[src/sv/nsv_pkg.sv]
// shared types, character codes and helper functions for the nmea sentence validator
`default_nettype none
package nsv_pkg;

  localparam int NSV_MAX_DATA   = 128;
  localparam int NSV_MAX_FIELDS = 64;
  localparam int ADDR_LEN       = 5;

  localparam logic [7:0] CH_DOLLAR = 8'h24;
  localparam logic [7:0] CH_BANG   = 8'h21;
  localparam logic [7:0] CH_STAR   = 8'h2A;
  localparam logic [7:0] CH_COMMA  = 8'h2C;
  localparam logic [7:0] CH_DOT    = 8'h2E;
  localparam logic [7:0] CH_CR     = 8'h0D;
  localparam logic [7:0] CH_LF     = 8'h0A;

  localparam logic [6:0] START_CAP = 7'd127;
  localparam logic [6:0] LEN_CAP   = 7'd127;
  localparam logic [5:0] INDEX_CAP = 6'd63;

  typedef enum logic [2:0] {
    PH_SIG   = 3'd0,
    PH_ADDR  = 3'd1,
    PH_DATA  = 3'd2,
    PH_HEXHI = 3'd3,
    PH_HEXLO = 3'd4,
    PH_CR    = 3'd5,
    PH_LF    = 3'd6
  } phase_t;

  typedef enum logic {
    KIND_FIELD  = 1'b0,
    KIND_STATUS = 1'b1
  } kind_t;

  typedef struct packed {
    logic       result_kind;
    logic [5:0] field_index;
    logic [6:0] field_start;
    logic [6:0] field_length;
    logic       bad_format;
    logic       bad_checksum;
    logic       bad_data;
    logic       corrupt;
    logic [7:0] computed_checksum;
    logic [7:0] received_checksum;
  } nsv_result_t;

  function automatic logic char_allowed(input logic [7:0] b);
    char_allowed = b inside {[8'h61:8'h7A], [8'h41:8'h5A], [8'h30:8'h39],
                             CH_DOT, CH_COMMA, CH_STAR, CH_DOLLAR, CH_BANG};
  endfunction

  // bit 4 set when the byte is a hex digit, low nibble is its value (0 otherwise)
  function automatic logic [4:0] hex_decode(input logic [7:0] b);
    logic [4:0] r;
    r = 5'd0;
    if (b inside {[8'h30:8'h39]}) begin
      r = {1'b1, 4'(b - 8'h30)};
    end else if (b inside {[8'h41:8'h46]}) begin
      r = {1'b1, 4'(b - 8'h37)};
    end else if (b inside {[8'h61:8'h66]}) begin
      r = {1'b1, 4'(b - 8'h57)};
    end
    hex_decode = r;
  endfunction

endpackage
`default_nettype wire

[src/sv/nsv_byte_if.sv]
// byte input channel
`default_nettype none
interface nsv_byte_if;
  logic       valid;
  logic       ready;
  logic [7:0] rx_byte;

  modport source (output valid, output rx_byte, input ready);
  modport sink   (input valid, input rx_byte, output ready);
endinterface
`default_nettype wire

[src/sv/nsv_result_if.sv]
// result output channel
`default_nettype none
interface nsv_result_if;
  logic       valid;
  logic       ready;
  logic       result_kind;
  logic [5:0] field_index;
  logic [6:0] field_start;
  logic [6:0] field_length;
  logic       bad_format;
  logic       bad_checksum;
  logic       bad_data;
  logic       corrupt;
  logic [7:0] computed_checksum;
  logic [7:0] received_checksum;

  modport source (output valid, output result_kind, output field_index,
                  output field_start, output field_length, output bad_format,
                  output bad_checksum, output bad_data, output corrupt,
                  output computed_checksum, output received_checksum,
                  input ready);
  modport sink   (input valid, input result_kind, input field_index,
                  input field_start, input field_length, input bad_format,
                  input bad_checksum, input bad_data, input corrupt,
                  input computed_checksum, input received_checksum,
                  output ready);
endinterface
`default_nettype wire

[src/sv/nmea_sentence_validator.sv]
// top level: input register, sentence parser and result register
//
//  channel | dir | payload                                | handshake
//  rx      | in  | rx_byte                                | valid/ready
//  res     | out | kind, field index/start/length, flags, | valid/ready
//          |     | computed and received checksums        |
//
// one byte per cycle sustained while results are taken; a byte is held in the input register,
// then the parser updates its state and any result lands in the result register.
// synchronous reset returns the parser to the signature slot and empties both registers.
// a stalled result holds the parser and the input register; rx.ready then
// drops once the input register is full.
`default_nettype none
module nmea_sentence_validator #(
  parameter int MAX_DATA   = nsv_pkg::NSV_MAX_DATA,
  parameter int MAX_FIELDS = nsv_pkg::NSV_MAX_FIELDS
) (
  input wire logic     clk,
  input wire logic     rst,
  nsv_byte_if.sink     rx,
  nsv_result_if.source res
);

  logic                 s1_valid;
  logic [7:0]           s1_byte;
  logic                 adv;
  logic                 p_valid;
  nsv_pkg::nsv_result_t p_res;
  logic                 out_valid;
  nsv_pkg::nsv_result_t out_data;

  assign adv      = !out_valid || res.ready;
  assign rx.ready = !s1_valid || adv;

  always_ff @(posedge clk) begin
    if (rst) begin
      s1_valid <= 1'b0;
    end else if (rx.ready) begin
      s1_valid <= rx.valid;
    end
  end

  always_ff @(posedge clk) begin
    if (rx.ready) begin
      s1_byte <= rx.rx_byte;
    end
  end

  nsv_parser #(
    .MAX_DATA   (MAX_DATA),
    .MAX_FIELDS (MAX_FIELDS)
  ) u_parser (
    .clk       (clk),
    .rst       (rst),
    .en        (s1_valid && adv),
    .rx_data   (s1_byte),
    .res_valid (p_valid),
    .res       (p_res)
  );

  always_ff @(posedge clk) begin
    if (rst) begin
      out_valid <= 1'b0;
    end else if (adv) begin
      out_valid <= p_valid;
    end
  end

  always_ff @(posedge clk) begin
    if (adv) begin
      out_data <= p_res;
    end
  end

  assign res.valid             = out_valid;
  assign res.result_kind       = out_data.result_kind;
  assign res.field_index       = out_data.field_index;
  assign res.field_start       = out_data.field_start;
  assign res.field_length      = out_data.field_length;
  assign res.bad_format        = out_data.bad_format;
  assign res.bad_checksum      = out_data.bad_checksum;
  assign res.bad_data          = out_data.bad_data;
  assign res.corrupt           = out_data.corrupt;
  assign res.computed_checksum = out_data.computed_checksum;
  assign res.received_checksum = out_data.received_checksum;

  // parser only produces a result for a byte it is consuming
  a_result_needs_byte: assert property (@(posedge clk) disable iff (rst)
    p_valid |-> (s1_valid && adv))
    else $error("parser result without a consumed byte");

  // a byte waiting on a stalled result stays put
  a_s1_hold: assert property (@(posedge clk) disable iff (rst)
    (s1_valid && !adv) |=> (s1_valid && $stable(s1_byte)))
    else $error("input register lost a byte during stall");

  // field results carry no status content
  a_field_clean: assert property (@(posedge clk) disable iff (rst)
    (out_valid && (out_data.result_kind == nsv_pkg::KIND_FIELD)) |->
      (!out_data.bad_format && !out_data.bad_checksum && !out_data.bad_data &&
       !out_data.corrupt && (out_data.computed_checksum == 8'd0) &&
       (out_data.received_checksum == 8'd0)))
    else $error("field result carries status bits");

  // corrupt summarizes format and checksum verdicts
  a_corrupt: assert property (@(posedge clk) disable iff (rst)
    out_valid |-> (out_data.corrupt == (out_data.bad_format || out_data.bad_checksum)))
    else $error("corrupt flag inconsistent");

endmodule
`default_nettype wire

[src/sv/nsv_parser.sv]
// sentence state and per-byte parse logic
`default_nettype none
module nsv_parser #(
  parameter int MAX_DATA   = nsv_pkg::NSV_MAX_DATA,
  parameter int MAX_FIELDS = nsv_pkg::NSV_MAX_FIELDS
) (
  input  wire logic                clk,
  input  wire logic                rst,
  input  wire logic                en,
  input  wire logic [7:0]          rx_data,
  output logic                     res_valid,
  output nsv_pkg::nsv_result_t     res
);

  localparam int DW  = $clog2(MAX_DATA);
  localparam int FW  = $clog2(MAX_FIELDS);
  localparam int DCW = (DW > 7) ? DW : 7;
  localparam int FCW = (FW > 6) ? FW : 6;
  localparam logic [DW-1:0] DATA_CAP  = DW'(MAX_DATA - 1);
  localparam logic [FW-1:0] FIELD_CAP = FW'(MAX_FIELDS - 1);

  function automatic logic [6:0] clamp_d(input logic [DW-1:0] v);
    logic [DCW-1:0] x;
    x = DCW'(v);
    clamp_d = (x > DCW'(127)) ? 7'd127 : x[6:0];
  endfunction

  function automatic logic [5:0] clamp_f(input logic [FW-1:0] v);
    logic [FCW-1:0] x;
    x = FCW'(v);
    clamp_f = (x > FCW'(63)) ? nsv_pkg::INDEX_CAP : x[5:0];
  endfunction

  nsv_pkg::phase_t phase, phase_next;
  logic [2:0]    addr_cnt, addr_cnt_next;
  logic [7:0]    xor_acc, xor_acc_next;
  logic [DW-1:0] data_len, data_len_next;
  logic          field_open, field_open_next;
  logic [FW-1:0] field_cnt, field_cnt_next;
  logic [DW-1:0] field_start, field_start_next;
  logic [7:0]    rcv, rcv_next;
  logic          err_fmt, err_fmt_next;
  logic          err_data, err_data_next;

  logic          close;
  logic [DW-1:0] close_end;
  logic [DW-1:0] close_len;
  logic [4:0]    hex;
  logic          fmt_f, dat_f, chk_f;

  assign hex = nsv_pkg::hex_decode(rx_data);

  always_comb begin
    phase_next       = phase;
    addr_cnt_next    = addr_cnt;
    xor_acc_next     = xor_acc;
    data_len_next    = data_len;
    field_open_next  = field_open;
    field_cnt_next   = field_cnt;
    field_start_next = field_start;
    rcv_next         = rcv;
    err_fmt_next     = err_fmt;
    err_data_next    = err_data;
    close            = 1'b0;
    close_end        = data_len;
    res_valid        = 1'b0;
    res              = '0;
    fmt_f            = 1'b0;
    dat_f            = 1'b0;
    chk_f            = 1'b0;

    case (phase)
      nsv_pkg::PH_SIG: begin
        addr_cnt_next    = 3'd0;
        xor_acc_next     = 8'd0;
        data_len_next    = '0;
        field_open_next  = 1'b0;
        field_cnt_next   = '0;
        field_start_next = '0;
        rcv_next         = 8'd0;
        err_data_next    = 1'b0;
        err_fmt_next     = !(rx_data == nsv_pkg::CH_DOLLAR || rx_data == nsv_pkg::CH_BANG);
        phase_next       = nsv_pkg::PH_ADDR;
      end
      nsv_pkg::PH_ADDR: begin
        xor_acc_next  = xor_acc ^ rx_data;
        addr_cnt_next = addr_cnt + 3'd1;
        if (addr_cnt_next >= 3'(nsv_pkg::ADDR_LEN)) begin
          phase_next = nsv_pkg::PH_DATA;
        end
      end
      nsv_pkg::PH_DATA: begin
        if (rx_data == nsv_pkg::CH_STAR) begin
          close      = field_open;
          phase_next = nsv_pkg::PH_HEXHI;
        end else if (rx_data == nsv_pkg::CH_CR) begin
          // missing star: data ends here and the checksum slots are skipped
          err_fmt_next = 1'b1;
          close        = field_open;
          phase_next   = nsv_pkg::PH_LF;
        end else begin
          xor_acc_next = xor_acc ^ rx_data;
          if (!nsv_pkg::char_allowed(rx_data)) begin
            err_data_next = 1'b1;
          end
          if (data_len < DATA_CAP) begin
            data_len_next = data_len + DW'(1);
          end
          if (rx_data == nsv_pkg::CH_COMMA) begin
            close            = field_open;
            field_open_next  = 1'b1;
            field_start_next = (data_len == DATA_CAP) ? DATA_CAP : data_len + DW'(1);
            if (field_cnt < FIELD_CAP) begin
              field_cnt_next = field_cnt + FW'(1);
            end
          end
        end
      end
      nsv_pkg::PH_HEXHI: begin
        if (!hex[4]) begin
          err_fmt_next = 1'b1;
        end
        rcv_next   = rcv | {hex[3:0], 4'd0};
        phase_next = nsv_pkg::PH_HEXLO;
      end
      nsv_pkg::PH_HEXLO: begin
        if (!hex[4]) begin
          err_fmt_next = 1'b1;
        end
        rcv_next   = rcv | {4'd0, hex[3:0]};
        phase_next = nsv_pkg::PH_CR;
      end
      nsv_pkg::PH_CR: begin
        if (rx_data != nsv_pkg::CH_CR) begin
          err_fmt_next = 1'b1;
        end
        phase_next = nsv_pkg::PH_LF;
      end
      default: begin
        fmt_f         = err_fmt || (rx_data != nsv_pkg::CH_LF);
        dat_f         = err_data || (data_len == '0);
        chk_f         = rcv != xor_acc;
        err_fmt_next  = fmt_f;
        err_data_next = dat_f;
        res_valid     = 1'b1;
        res.result_kind       = nsv_pkg::KIND_STATUS;
        res.field_index       = clamp_f(field_cnt);
        res.bad_format        = fmt_f;
        res.bad_checksum      = chk_f;
        res.bad_data          = dat_f;
        res.corrupt           = fmt_f || chk_f;
        res.computed_checksum = xor_acc;
        res.received_checksum = rcv;
        phase_next            = nsv_pkg::PH_SIG;
      end
    endcase

    // field close: the field ends just before the current data offset
    close_len = (close_end >= field_start) ? close_end - field_start : '0;
    if (close) begin
      field_open_next       = (phase == nsv_pkg::PH_DATA) && (rx_data == nsv_pkg::CH_COMMA);
      res_valid             = 1'b1;
      res                   = '0;
      res.result_kind       = nsv_pkg::KIND_FIELD;
      res.field_index       = clamp_f((field_cnt != '0) ? field_cnt - FW'(1) : '0);
      res.field_start       = clamp_d(field_start);
      res.field_length      = clamp_d(close_len);
    end
    res_valid = res_valid && en;
  end

  always_ff @(posedge clk) begin
    if (rst) begin
      phase       <= nsv_pkg::PH_SIG;
      addr_cnt    <= 3'd0;
      xor_acc     <= 8'd0;
      data_len    <= '0;
      field_open  <= 1'b0;
      field_cnt   <= '0;
      field_start <= '0;
      rcv         <= 8'd0;
      err_fmt     <= 1'b0;
      err_data    <= 1'b0;
    end else if (en) begin
      phase       <= phase_next;
      addr_cnt    <= addr_cnt_next;
      xor_acc     <= xor_acc_next;
      data_len    <= data_len_next;
      field_open  <= field_open_next;
      field_cnt   <= field_cnt_next;
      field_start <= field_start_next;
      rcv         <= rcv_next;
      err_fmt     <= err_fmt_next;
      err_data    <= err_data_next;
    end
  end

endmodule
`default_nettype wire

[src/flat_wrapper.sv]
// flat-port wrapper written by rule: the top's interface ports become plain ports
module nmea_sentence_validator_flat 
#(
  parameter int MAX_DATA   = nsv_pkg::NSV_MAX_DATA,
  parameter int MAX_FIELDS = nsv_pkg::NSV_MAX_FIELDS
)
  (clk, rst, rx_valid, rx_rx_byte, rx_ready, res_valid, res_result_kind, res_field_index, res_field_start, res_field_length, res_bad_format, res_bad_checksum, res_bad_data, res_corrupt, res_computed_checksum, res_received_checksum, res_ready);
  nsv_byte_if rx_i ();
  nsv_result_if res_i ();
  input wire logic clk;
  input wire logic rst;
  input wire logic [$bits(rx_i.valid)-1:0] rx_valid;
  input wire logic [$bits(rx_i.rx_byte)-1:0] rx_rx_byte;
  output wire logic [$bits(rx_i.ready)-1:0] rx_ready;
  output wire logic [$bits(res_i.valid)-1:0] res_valid;
  output wire logic [$bits(res_i.result_kind)-1:0] res_result_kind;
  output wire logic [$bits(res_i.field_index)-1:0] res_field_index;
  output wire logic [$bits(res_i.field_start)-1:0] res_field_start;
  output wire logic [$bits(res_i.field_length)-1:0] res_field_length;
  output wire logic [$bits(res_i.bad_format)-1:0] res_bad_format;
  output wire logic [$bits(res_i.bad_checksum)-1:0] res_bad_checksum;
  output wire logic [$bits(res_i.bad_data)-1:0] res_bad_data;
  output wire logic [$bits(res_i.corrupt)-1:0] res_corrupt;
  output wire logic [$bits(res_i.computed_checksum)-1:0] res_computed_checksum;
  output wire logic [$bits(res_i.received_checksum)-1:0] res_received_checksum;
  input wire logic [$bits(res_i.ready)-1:0] res_ready;
  assign rx_i.valid = rx_valid;
  assign rx_i.rx_byte = rx_rx_byte;
  assign rx_ready = rx_i.ready;
  assign res_valid = res_i.valid;
  assign res_result_kind = res_i.result_kind;
  assign res_field_index = res_i.field_index;
  assign res_field_start = res_i.field_start;
  assign res_field_length = res_i.field_length;
  assign res_bad_format = res_i.bad_format;
  assign res_bad_checksum = res_i.bad_checksum;
  assign res_bad_data = res_i.bad_data;
  assign res_corrupt = res_i.corrupt;
  assign res_computed_checksum = res_i.computed_checksum;
  assign res_received_checksum = res_i.received_checksum;
  assign res_i.ready = res_ready;
  nmea_sentence_validator #(.MAX_DATA(MAX_DATA), .MAX_FIELDS(MAX_FIELDS)) u_core (.clk(clk), .rst(rst), .rx(rx_i), .res(res_i));
endmodule
[config.mk]
export PLATFORM = sky130hd
export DESIGN_NAME = nmea_sentence_validator_flat
export DESIGN_NICKNAME = d
export VERILOG_FILES = /design/src/sv/nsv_pkg.sv /design/src/sv/nsv_byte_if.sv /design/src/sv/nsv_result_if.sv /design/src/sv/nmea_sentence_validator.sv /design/src/sv/nsv_parser.sv /design/src/flat_wrapper.sv
export SDC_FILE = /design/constraint.sdc
export NUM_CORES = 1
export LEC_CHECK = 0
export BUFFER_PORTS_ARGS = -buffer_cell sky130_fd_sc_hd__buf_2
export CAP_MARGIN = 15
export CORE_ASPECT_RATIO = 1.1
export CORE_MARGIN = 2
export CORE_UTILIZATION = 61
export CTS_BUF_LIST = sky130_fd_sc_hd__clkbuf_8
export CTS_CLUSTER_DIAMETER = 150
export CTS_CLUSTER_SIZE = 12
export DETAILED_ROUTE_END_ITERATION = 6
export PLACE_DENSITY = 0.94
export SETUP_SLACK_MARGIN = 0.1
export SYNTH_ARGS = -nofsm -noshare
export SYNTH_HDL_FRONTEND = slang
export SYNTH_SLANG_ARGS = --single-unit
[constraint.sdc]
create_clock -name clk -period 2.95 [get_ports clk]
set_input_delay 0.1475 -clock clk [delete_from_list [all_inputs] [get_ports clk]]
set_output_delay 0.1475 -clock clk [all_outputs]
set_load 0.01 [all_outputs]
# --- Yosys cells after proc, flatten, opt, wreduce, memory -nomap -nowiden ---
# Index checks and enable logic that the tools add are counted.
op_classes:
  n_mul: 0
  n_shift: 0
  n_bitwise: 5
  muxes: 55
  div: 0
  add_sub_neg: 8
  n_reduce_logical: 40
  n_eq_ne: 29
  n_lt_le_gt_ge: 16
op_table:
  columns: ["operator", "count"]
  rows:
  - ["7-bit two-way mux", 11]
  - ["8-bit one-hot mux with 3 select lines", 2]
  - ["6-bit two-way mux", 7]
  - ["8-bit by 6-bit == test with 1-bit output, second input constant", 5]
  - ["40-bit two-way mux", 1]
  - ["8-bit by 7-bit less-or-equal comparator with 1-bit output, second input constant", 4]
  - ["7-bit one-hot mux with 2 select lines", 2]
  - ["20-bit two-way mux", 1]
  - ["5-bit AND reduction", 4]
  - ["2-bit inequality test, second input constant", 9]
  - ["3-bit one-hot mux with 6 select lines", 1]
  - ["1-bit two-way mux", 17]
  - ["8-bit by 7-bit greater-or-equal comparator with 1-bit output, second input constant", 2]
  - ["8-bit two-way mux", 2]
  - ["8-bit by 4-bit inequality test with 1-bit output, second input constant", 2]
  - ["5-bit two-way mux", 3]
  - ["7-bit > comparator, second input constant", 2]
  - ["6-bit > comparator, second input constant", 2]
  - ["6-bit one-hot mux with 2 select lines", 1]
  - ["6-bit AND reduction", 2]
  - ["3-bit two-way mux", 3]
  - ["3-bit inequality test, second input constant", 3]
  - ["3-bit nonzero test", 3]
  - ["8-bit by 4-bit == test with 1-bit output, second input constant", 1]
  - ["other kinds (43)", 63]
totals:
  ram_bits: 0
  rom_bits: 0
  register_bits: 96
  latch_bits: 0
  memories: 0

# --- Logic depth before layout (Yosys ltp) ---
logic_depth:
  depth_word: 7
  depth_mapped: 9
  mapped_depth_nobuf: 9

# --- Hierarchy ---
# Synthesis repeated with hierarchy kept, for this count alone.
unflattened:
  cells_unflattened: 535
  hier_area_um2: 5222.5
by_module_without_submodules:
  columns: ["mod", "area_each_um2", "seq_area_each_um2", "n_inst", "cells_each"]
  rows:
  - ["nsv_parser", 3673.5, 900.9, 1, 477]
  - ["nmea_sentence_validator", 1549.0, 1511.4, 1, 58]

# --- Worst setup path before layout ---
# No wires, ideal clock.
synth_timing:
  path_kind: "reg2reg"
  start: "register u_core.out_valid, in the netlist u_core.res.valid"
  end: "register u_core.u_parser.field_cnt[3]"
  t_required_ps: 2822
  slack_ps: 227
  setup_ps: 128
  path_stages_with_launch: 7
  t_arrival_ps: 2596
  synth_period_minus_slack_ps: 2723
  path_cell_list: "dfxtp_1 > nor2b_1 > inv_1 > nand3_1 > o21bai_1 > clkbuf_1 > nor2_1"
synth_via:
  elab_chain_cells: 4
synth_lines:
  columns: ["element", "line_no", "rtl"]
  rows:
  - ["start: declaration", "nmea_sentence_validator.sv:29", "logic out_valid;"]
  - ["start signal: assignment", "nmea_sentence_validator.sv:65", "out_valid <= p_valid;"]
  - ["1-bit zero test", "nmea_sentence_validator.sv:32", "assign adv = !out_valid || res.ready;"]
  - ["1-bit logical OR", "nmea_sentence_validator.sv:32", null]
  - ["1-bit logical AND", "nmea_sentence_validator.sv:55", ".en (s1_valid && adv),"]
  - ["6-bit AND reduction (no line)", null, null]
  - ["end signal: assignment", "nsv_parser.sv:190", "field_cnt <= field_cnt_next;"]
  - ["end: declaration", "nsv_parser.sv:39", "logic [FW-1:0] field_cnt, field_cnt_next;"]
# Every way passes these cells.
# A chain may end at the register's enable or synchronous reset.

# --- Final worst setup path ---
layout_timing:
  start: "register u_core.s1_byte[1]"
  end: "register u_core.u_parser.data_len[3], in the netlist u_core.u_parser.close_end[3]"
layout_via:
  elab_chain_cells: 3
  word_cells_on_any_way: 5
  cone_classes: "4 x eq/ne; 1 x reduce/logical"
layout_lines:
  columns: ["element", "line_no", "rtl"]
  rows:
  - ["start: declaration", "nmea_sentence_validator.sv:25", "logic [7:0] s1_byte;"]
  - ["start signal: assignment", "nmea_sentence_validator.sv:45", "s1_byte <= rx.rx_byte;"]
  - ["8-bit by 4-bit == test with 1-bit output or 8-bit by 6-bit == test with 1-bit output (tied branches)", "nsv_parser.sv:96, nsv_parser.sv:93", null]
  - ["2-bit inequality test (no line)", null, null]
  - ["5-bit AND reduction (no line) *", null, null]
  - ["end signal: assignment", "nsv_parser.sv:188", "data_len <= data_len_next;"]
  - ["end: declaration", "nsv_parser.sv:37", "logic [DW-1:0] data_len, data_len_next;"]
# Every way passes the cells marked *; elsewhere a longest branch is shown, timed or not.

==> impl_metrics.json <==
{
  "drc": 0,
  "num_antenna_cells": 0,
  "routed_wl_um": 10800,
  "route.met2.wl_um": 5290,
  "area_delta_synth_final_pct": 12.7,
  "cp_slowest_cell": "edfxtp_1",
  "synth_top_area_cell": "edfxtp_1",
  "dieWidth_um": 90.3,
  "period_share_pct": 87.8,
  "skew_ps": 11.4,
  "routed.top_layer": "met4",
  "reg2reg_from": "u_core.s1_byte[1]",
  "cts-buffers-inserted": 9,
  "maxCapViolCount": 0,
  "r2r_cells": 7,
  "irDropWorstVdd_v": 0.000207,
  "die_h_um": 98.9,
  "avgSynthCellArea_um2": 10.1,
  "totalPowerFinal_mw": 2.45,
  "grt_pass1_wl_um": 17700,
  "nets": 584,
  "p_leak_nw": 2.37,
  "multi_input_area_mm2": 0.00238,
  "period_needed_ps": 2590,
  "hp-class": "input pin to flip-flop",
  "synth-edff-count": 49,
  "hold_viol_final": 0,
  "yosys_register_bits": 96,
  "whs_path_depth": 4,
  "ys_types": 75,
  "grtUsageTotal_pct": 24.8,
  "first_iter_violations": 331,
  "synth_area_leaders": "edfxtp_1 29%, dfxtp_1 19%, ha_1 4.8%",
  "synth_top_family_by_area": "simple AND/OR/NAND/NOR gates",
  "slew_headroom_pct": 58.3,
  "slew_violations": 0,
  "core-area_mm2": 0.00791,
  "synth_commonest_cells": "49 x edfxtp_1, 47 x dfxtp_1, 44 x nor2_1, 30 x a21oi_1, 30 x nand2_1",
  "worstHoldStart": "res_ready",
  "end_kind": "flip-flop",
  "start_kind": "flip-flop",
  "clock-sinks": 96,
  "grt_pass1_vias": 3752,
  "powerDensity_mw_per_mm2": 436,
  "start_util_pct": 63.1,
  "grt_max_degree": 44,
  "cp_cell_sequence": "inv_1 > ha_1 > and3b_1 > o211ai_2 > o2111ai_1 > or2_2 > a21oi_1",
  "die_area_mm2": 0.00893,
  "drive_gt1_share_pct": 17.4,
  "dpl.hpwl_um": 7550,
  "ys.flop_type": "edfxtp_1",
  "reg2reg_setup_slack_ps": 360,
  "syn_inst": 495,
  "row_count": 34,
  "slowest_delay_ps": 510,
  "gp_congestion": 0.936,
  "synth_area_mm2": 0.00499,
  "synth_fa_ha_area_share_pct": 5.16,
  "cp.arrival_ps": 2900,
  "num_io_pins": 55,
  "via_per_inst": 6.11,
  "antenna_left": 0,
  "rsz0062_at_grt": "no",
  "syn_nets": 527,
  "ys_seq_area_share_pct": 48.3,
  "wl_met1_um": 4540,
  "crit_fanout": 10,
  "worstMarginPinSlew_ps": 626,
  "vias": 4060,
  "regToRegEndpoint": "u_core.u_parser.close_end[3]",
  "first_pass_iters": 5,
  "yosysMostFrequentCell": "edfxtp_1",
  "overflow": 0,
  "yosys.area_share.simple_pct": 20.2,
  "hold_path_end": "u_core.s1_valid",
  "seq_area_mm2": 0.00241,
  "cp_data_required_time_ps": 3260,
  "insertion_delay_ps": 380,
  "cts_tree": "yes",
  "max_freq_mhz": 386,
  "root_buffer": "clkbuf_8",
  "synth-compound-area-share_pct": 16.4,
  "fin_setup_tns_ps": 0,
  "setup_viol": 0,
  "fill_cells": 565,
  "muxShareOfSynthArea_pct": 1.45,
  "wl_per_cell_um": 16.3,
  "async_flop_share_pct": 0,
  "h-tree-depth": 3,
  "grt_antenna_before_repair": 0,
  "numPortBuffers": 54,
  "status": "completed",
  "criticalPathCategory": "flip-flop to flip-flop",
  "yosysWarningCount": 0,
  "cts_repair_resize_count": 0,
  "path_clk_slew_ps": 100,
  "synth_xor_area_share_pct": 4.38,
  "clockBufferDepth": 2,
  "synth_top_area_share_pct": 29.5,
  "wl_met3_um": 724
}
-- per-layer routing --
layer / up-vias / GRT usage (%)
li1: 1936 / -
met3: 29 / 4.43
met5: - / 0
met2: 210 / 41.8
met4: 0 / 10.1
met1: 1885 / 31.9
-- worst max path at each step --
| stage | from | endpoint | cells past startpoint |
|---|---|---|---|
| 2_1_floorplan | u_core.res.valid | u_core.u_parser.field_cnt[3] | 6 |
| 3_3_place_gp | u_core.s1_byte[0] | u_core.u_parser.close_end[4] | 7 |
| 3_5_place_dp | u_core.s1_byte[1] | u_core.u_parser.close_end[2] | 7 |
| 4_1_cts | u_core.s1_byte[1] | u_core.u_parser.close_end[2] | 7 |
| 5_1_grt | u_core.s1_byte[0] | u_core.u_parser.close_end[3] | 7 |
| 6_report | u_core.s1_byte[1] | u_core.u_parser.close_end[3] | 7 |
-- worst max-delay path, delay by kind of cell (launching register included) --
| family | cells | cell delay [ps] |
|---|---|---|
| buf+inv | 1 | 140 |
| fa+ha+maj | 1 | 310 |
| simple gates | 2 | 650 |
| compound gates | 3 | 910 |
| flops | 1 | 510 |
-- power breakdown --
group | switching (mW) | total (mW) | internal [mW]
Sequential | 0.0378 | 1.45 | 1.41
Clock | 0.481 | 0.795 | 0.314
Combinational | 0.119 | 0.210 | 0.0907
Total | 0.638 | 2.45 | 1.82
-- what timing repair did --
item	4_1_cts	5_1_grt
hold buffers	9	0
endpoints found under the setup margin	0	0
hold endpoints to repair	9	0
setup buffers	0	0
-- layout by cell type (no fill, tap or decap), types with 19 or more instances in the layout --
cell and instances:
buf_2 54, inv_1 26, edfxtp_1 49, a21oi_1 30
nand3_1 23, nor2_1 44, nor3_1 21, nand2_1 30
ha_1 19, dfxtp_1 47
-- logic make-up (layout without fill, tap and decap cells) --
logic type | count (synthesis) | after routing
AO/OA/AOI/OAI | 109 | 109
XOR/XNOR | 25 | 25
adder cells (fa/ha/maj) | 20 | 20
buffers and inverters | 52 | 114
flip-flops | 96 | 96
multiplexers | 7 | 7
AND/OR/NAND/NOR | 186 | 186
-- registers in the layout (all words and copies together), names as in the netlist, 3 cells and up --
signal                        cells
u_core.res.computed_checksum      8
u_core.res.field_index            6
u_core.res.field_length           7
u_core.res.field_start            7
u_core.res.received_checksum      8
u_core.s1_byte                    8
u_core.u_parser.addr_cnt          3
u_core.u_parser.close_end         7
u_core.u_parser.field_cnt         6
u_core.u_parser.field_start       7
u_core.u_parser.phase             3
u_core.u_parser.rcv               8
u_core.u_parser.xor_acc           8
-- metrics by stage --
step	instance area (um2)	hold WS, ps	setup slack, ps	instances	utilization, %
finish	5630	169	361	665	71.1
global route	5630	185	235	665	71.1
CTS	5630	153	417	665	71.1
detailed placement	5360	326	471	640	67.7
global placement	5360	326	616	640	67.7
floorplan	4990	246	227	495	-
-- final cells by class --
cell class	count	area share, %
flip-flops and latches	96	42.9
multi-input cells	347	42.2
repair buffers	72	7.60
well taps	108	2.40
clock buffers	9	2.20
inverters	26	1.73
clock inverters	7	1.00
Note: power is estimated with default switching activity, not from simulation.
